### src/rtl/kbf_pkg.sv
// ----------------------------------------------------------------------------
// kbf_pkg: shared constants and helpers for the key bloom filter builder
// Hash constants, default sizes and small bit helpers used by several files.
// ----------------------------------------------------------------------------
package kbf_pkg;

   localparam int DEF_FILTER_BITS = 8192;
   localparam int DEF_HASH_COUNT  = 8;
   localparam int QUEUE_DEPTH     = 2;

   localparam logic [63:0] MM_C1  = 64'h87c37b91114253d5;
   localparam logic [63:0] MM_C2  = 64'h4cf5ad432745937f;
   localparam logic [63:0] FMIX_1 = 64'hff51afd7ed558ccd;
   localparam logic [63:0] FMIX_2 = 64'hc4ceb9fe1a85ec53;
   localparam logic [63:0] MIX_A  = 64'h0000000052dce729;
   localparam logic [63:0] MIX_B  = 64'h0000000038495ab5;

   // tail of the 33-byte message is the single byte 0x01, so its k1 is constant
   localparam logic [63:0] TAIL_K1 = 64'({MM_C1[32:0], MM_C1[63:33]} * MM_C2);

   localparam logic [63:0] LEN_SHORT = 64'd32;
   localparam logic [63:0] LEN_LONG  = 64'd33;

   function automatic logic [6:0] lzc64(input logic [63:0] w);
      logic [6:0] n;
      n = 7'd64;
      for (int b = 0; b < 64; b++) begin
         if (w[b]) begin
            n = 7'(63 - b);
         end
      end
      return n;
   endfunction

   function automatic logic [63:0] bswap64(input logic [63:0] w);
      logic [63:0] r;
      for (int b = 0; b < 8; b++) begin
         r[8*b +: 8] = w[56-8*b +: 8];
      end
      return r;
   endfunction

endpackage

### src/rtl/kbf_queue.sv
// ----------------------------------------------------------------------------
// kbf_queue: short register queue between the hash front and the emitter
// Power-of-two depth, first in first out.
// ----------------------------------------------------------------------------
module kbf_queue
   import kbf_pkg::*;
#(
   parameter int WIDTH = 8,
   parameter int DEPTH = QUEUE_DEPTH
) (
   input  logic             clock,
   input  logic             reset,
   input  logic             push_valid,
   output logic             push_ready,
   input  logic [WIDTH-1:0] push_data,
   output logic             pop_valid,
   input  logic             pop_ready,
   output logic [WIDTH-1:0] pop_data
);

   localparam int AW = (DEPTH > 1) ? $clog2(DEPTH) : 1;
   localparam int CW = $clog2(DEPTH + 1);

   logic [WIDTH-1:0] mem_ff [DEPTH];
   logic [AW-1:0]    wr_ff;
   logic [AW-1:0]    rd_ff;
   logic [CW-1:0]    count_ff;
   logic             push;
   logic             pop;

   assign push_ready = (count_ff != CW'(DEPTH));
   assign pop_valid  = (count_ff != '0);
   assign pop_data   = mem_ff[rd_ff];
   assign push       = push_valid && push_ready;
   assign pop        = pop_valid && pop_ready;

   always_ff @(posedge clock) begin
      if (reset) begin
         wr_ff    <= '0;
         rd_ff    <= '0;
         count_ff <= '0;
      end else begin
         if (push) begin
            wr_ff <= AW'(wr_ff + 1'b1);
         end
         if (pop) begin
            rd_ff <= AW'(rd_ff + 1'b1);
         end
         if (push && !pop) begin
            count_ff <= count_ff + 1'b1;
         end else if (pop && !push) begin
            count_ff <= count_ff - 1'b1;
         end
      end
   end

   always_ff @(posedge clock) begin
      if (push) begin
         mem_ff[wr_ff] <= push_data;
      end
   end

endmodule

### config.mk
export PLATFORM = sky130hd
export DESIGN_NAME = kbf_queue
export DESIGN_NICKNAME = d
export VERILOG_FILES = /design/src/rtl/kbf_pkg.sv /design/src/rtl/kbf_queue.sv
export SDC_FILE = /design/constraint.sdc
export NUM_CORES = 1
export LEC_CHECK = 0
export BUFFER_PORTS_ARGS = -buffer_cell sky130_fd_sc_hd__clkbuf_2
export CAP_MARGIN = 40
export CORE_MARGIN = 3
export CORE_UTILIZATION = 49
export DETAILED_ROUTE_END_ITERATION = 16
export GPL_TIMING_DRIVEN = 0
export PLACE_DENSITY = 0.75
export SLEW_MARGIN = 30
export SYNTH_ARGS = -nofsm -noshare
export SYNTH_HDL_FRONTEND = slang
export SYNTH_SLANG_ARGS = --single-unit
### constraint.sdc
create_clock -name clock -period 2.1 [get_ports clock]
set_clock_uncertainty 0.1 [all_clocks]
set_input_delay 0.525 -clock clock [delete_from_list [all_inputs] [get_ports clock]]
set_output_delay 0.525 -clock clock [all_outputs]
set_load 0.05 [all_outputs]
==> flow_metrics.env <==
export IMPL_combPwrFrac=0.428
export IMPL_avgRoutedWirePerCell_microns=12.9
export IMPL_cts_root_buf="clkbuf_4"
export IMPL_drt_iter0_drc=9
export IMPL_cts_sinks=21
export IMPL_grt_pass1_wl_microns=1670
export IMPL_cts_tree="built"
export IMPL_syn_num_nets=62
export IMPL_antenna_found_initial=0
export IMPL_drcViolationCount=0
export IMPL_worstPathArrival_ns=1.41
export IMPL_rsz0062_at_grt="no"
export IMPL_worst_slew_pin_slew_ns=0.371
export IMPL_cts_clk_slew_worst_paths_ns=0.11
export IMPL_fp_dieW_microns=46.6
export IMPL_stdcell_area_sq_um=957
export IMPL_wl_microns=1160
export IMPL_antenna_left=0
export IMPL_worstHoldPathType="input port to flip-flop"
export IMPL_cts_htree_levels=1
export IMPL_drt_pass1_iterations=4
export IMPL_setup_violations=0
export IMPL_syn_area_per_cell_sq_um=16.4
export IMPL_setup_slack_ns=0.0627
export IMPL_maxSlewHeadroom=0.753
export IMPL_syn_area_sq_um=806
export IMPL_layout_drive_gt1_share=0.486
export IMPL_drv_slew=0
export IMPL_multi_input_area_sq_um=216
export IMPL_port_buffers=21
export IMPL_swShare=0.405
export IMPL_layout_area_seq_sq_um=581
export IMPL_grt_max_degree=12
export IMPL_grt_pass1_vias=436
export IMPL_yosys_warnings=0
export IMPL_finalCriticalPeriod_ns=2.04
export IMPL_worstPathCellList="buf_2 -> mux2_2 -> clkbuf_2"
export IMPL_vdd_drop_max_v=0.000660
export IMPL_slowest_stage="mux2_2"
export IMPL_vias_per_cell=5.17
export IMPL_ys_seq_area_frac=0.720
export IMPL_worstReg2RegStart="count_ff[0]$_SDFFE_PP0P_"
export IMPL_critPathMaxStageDelay_ns=0.36
export IMPL_place_congestion=0.721
export IMPL_clk_latency_ns=0.29
export IMPL_gr_total_overflow=0
export IMPL_initial_core_util=0.529
export IMPL_placed_area_sq_um=931
export IMPL_synth_distinct_cells=17
export IMPL_tns_ns=0
export IMPL_clkPwrFrac=0.141
export IMPL_finalHoldViolations=0
export IMPL_pre_cts_slack_ns=0.303
export IMPL_clk_path_buf_depth=2
export IMPL_power_density_mw_per_mm2=1370
export IMPL_synthToLayoutAreaGrowth_pct=18.8
export IMPL_p_leak_nw=0.391
export IMPL_n_fill_cell=115
export IMPL_dp_hpwl_microns=866
export IMPL_hp_start="push_data[4]"
export IMPL_start_kind="flip-flop"
export IMPL_dr_total_vias=465
export IMPL_p_int_mw=0.778
export IMPL_dieArea_sq_mm=0.00217
export IMPL_period_share=0.970
export IMPL_netlist_instances=49
export IMPL_nets=88
export IMPL_diodes=0
export IMPL_fmax_ghz=0.491
export IMPL_ys_ff_latch=21
export IMPL_grt_util_all_layers=0.116
export IMPL_numCtsBuffers=3
export IMPL_pwr_share_seq=0.431
export IMPL_crit_fanout=8
export IMPL_die_h_microns=46.6
export IMPL_coreArea_sq_mm=0.00152
export IMPL_cp_end_kind="output pin"
export IMPL_switchingPower_mw=0.529
export IMPL_io_pins=22
export IMPL_rows=14
export IMPL_critPathKind="flip-flop to output pin"
export IMPL_outcome="finished, final reports clean"
export IMPL_maxCapViolations=0
export IMPL_worstPathRequired_ns=1.47
export IMPL_power_total_mw=1.31
[kinds of logic (layout without fill, tap and decap cells)]
| kind of cell | after synthesis | after routing | share of synthesized area |
|---|---|---|---|
| AO/OA/AOI/OAI | 5 | 5 | 0.0373 |
| XOR/XNOR | 3 | 3 | 0.0326 |
| adder cells (fa/ha/maj) | 1 | 1 | 0.0155 |
| buffers and inverters | 2 | 27 | 0.0109 |
| flip-flops | 21 | 21 | 0.721 |
| multiplexers | 8 | 8 | 0.112 |
| AND/OR/NAND/NOR | 9 | 9 | 0.0714 |
[through the flow]
step / utilization / hold slack (ns) / instances
2_1_floorplan: - / 0.372 / 49
3_3_place_gp: 0.611 / 0.387 / 86
3_5_place_dp: 0.611 / 0.392 / 86
4_1_cts: 0.628 / 0.304 / 90
5_1_grt: 0.628 / 0.291 / 90
6_report: 0.628 / 0.316 / 90
[cell usage after synthesis (all sizes together)]
library cell | number | area [sq um]
xor2 | 3 | 26.3
mux2 | 8 | 90.1
o21ai | 2 | 10.0
nand2b | 1 | 13.8
dfxtp | 5 | 100
edfxtp | 16 | 480
and2 | 1 | 6.26
buf | 1 | 5.00
nand3b | 1 | 7.51
nor2 | 3 | 11.3
inv | 1 | 3.75
or2 | 1 | 6.26
a21bo | 1 | 10.0
a21oi | 2 | 10.0
and3 | 1 | 6.26
or3 | 1 | 6.26
ha | 1 | 12.5
[layout make-up]
type | instances | area share
Sequential cell | 21 | 0.607
Multi-Input combinational cell | 26 | 0.226
Timing Repair Buffer | 21 | 0.110
Clock buffer | 4 | 0.0275
Tap cell | 16 | 0.0209
Buffer | 1 | 0.00523
Inverter | 1 | 0.00392
[path summary, 6_finish.rpt]
check                           slack (ns)  depth (start not counted)                        to
worst max-delay path                  0.06                          3               pop_data[2]
worst min-delay path                  0.32                          1    mem_ff[0][4]$_DFFE_PP_
worst max register to register        0.39                          5  count_ff[1]$_SDFFE_PP0P_
worst min register to register        0.42                          2        rd_ff$_SDFFE_PP0P_
[routing by layer]
metal | GRT usage | vias to the layer above | wire, microns
met5 | 0 | - | 0
met4 | 0.0682 | 0 | 10
met3 | 0.0352 | 2 | 61
met2 | 0.206 | 11 | 595
met1 | 0.117 | 222 | 493
li1 | - | 230 | -
[flip-flops by register name, indices dropped and copies added (netlist names), named ones only]
register,flops
rd_ff,1
count_ff,2
wr_ff,1
mem_ff,16
[cells in the final DEF (no fill, tap or decap)]
cell / count
clkbuf_2: 17
edfxtp_1: 16
mux2_2: 8
buf_2: 5
dfxtp_1: 5
xor2_1: 3
nor2_1: 3
clkbuf_4: 3
o21ai_0: 2
a21oi_1: 2
nand2b_4: 1
and2_1: 1
or2_2: 1
and3_1: 1
nand3b_1: 1
inv_1: 1
a21bo_2: 1
or3_1: 1
ha_1: 1
clkbuf_1: 1
[repair_timing]
item | CTS | global route
resized for setup | 0 | 4
hold buffers | 0 | 0
setup endpoints to repair | 0 | 4
buffers inserted | 0 | 0
[worst max-delay path, delay by kind of cell, from the launching register on]
family | cells | cell delay (ns)
buffers and inverters | 2 | 0.44
DFF | 1 | 0.32
muxes | 1 | 0.36
[power by group through the flow]
stage               sequential, mW  combinational (mW)  clock [mW]
global placement             0.568               0.555           0
detailed placement           0.573               0.565           0
finish                       0.563               0.559       0.185
global route                 0.571               0.598       0.210
CTS                          0.564               0.567       0.194
floorplan                    0.564               0.462           0
Note: power is estimated with default switching activity, not from simulation.
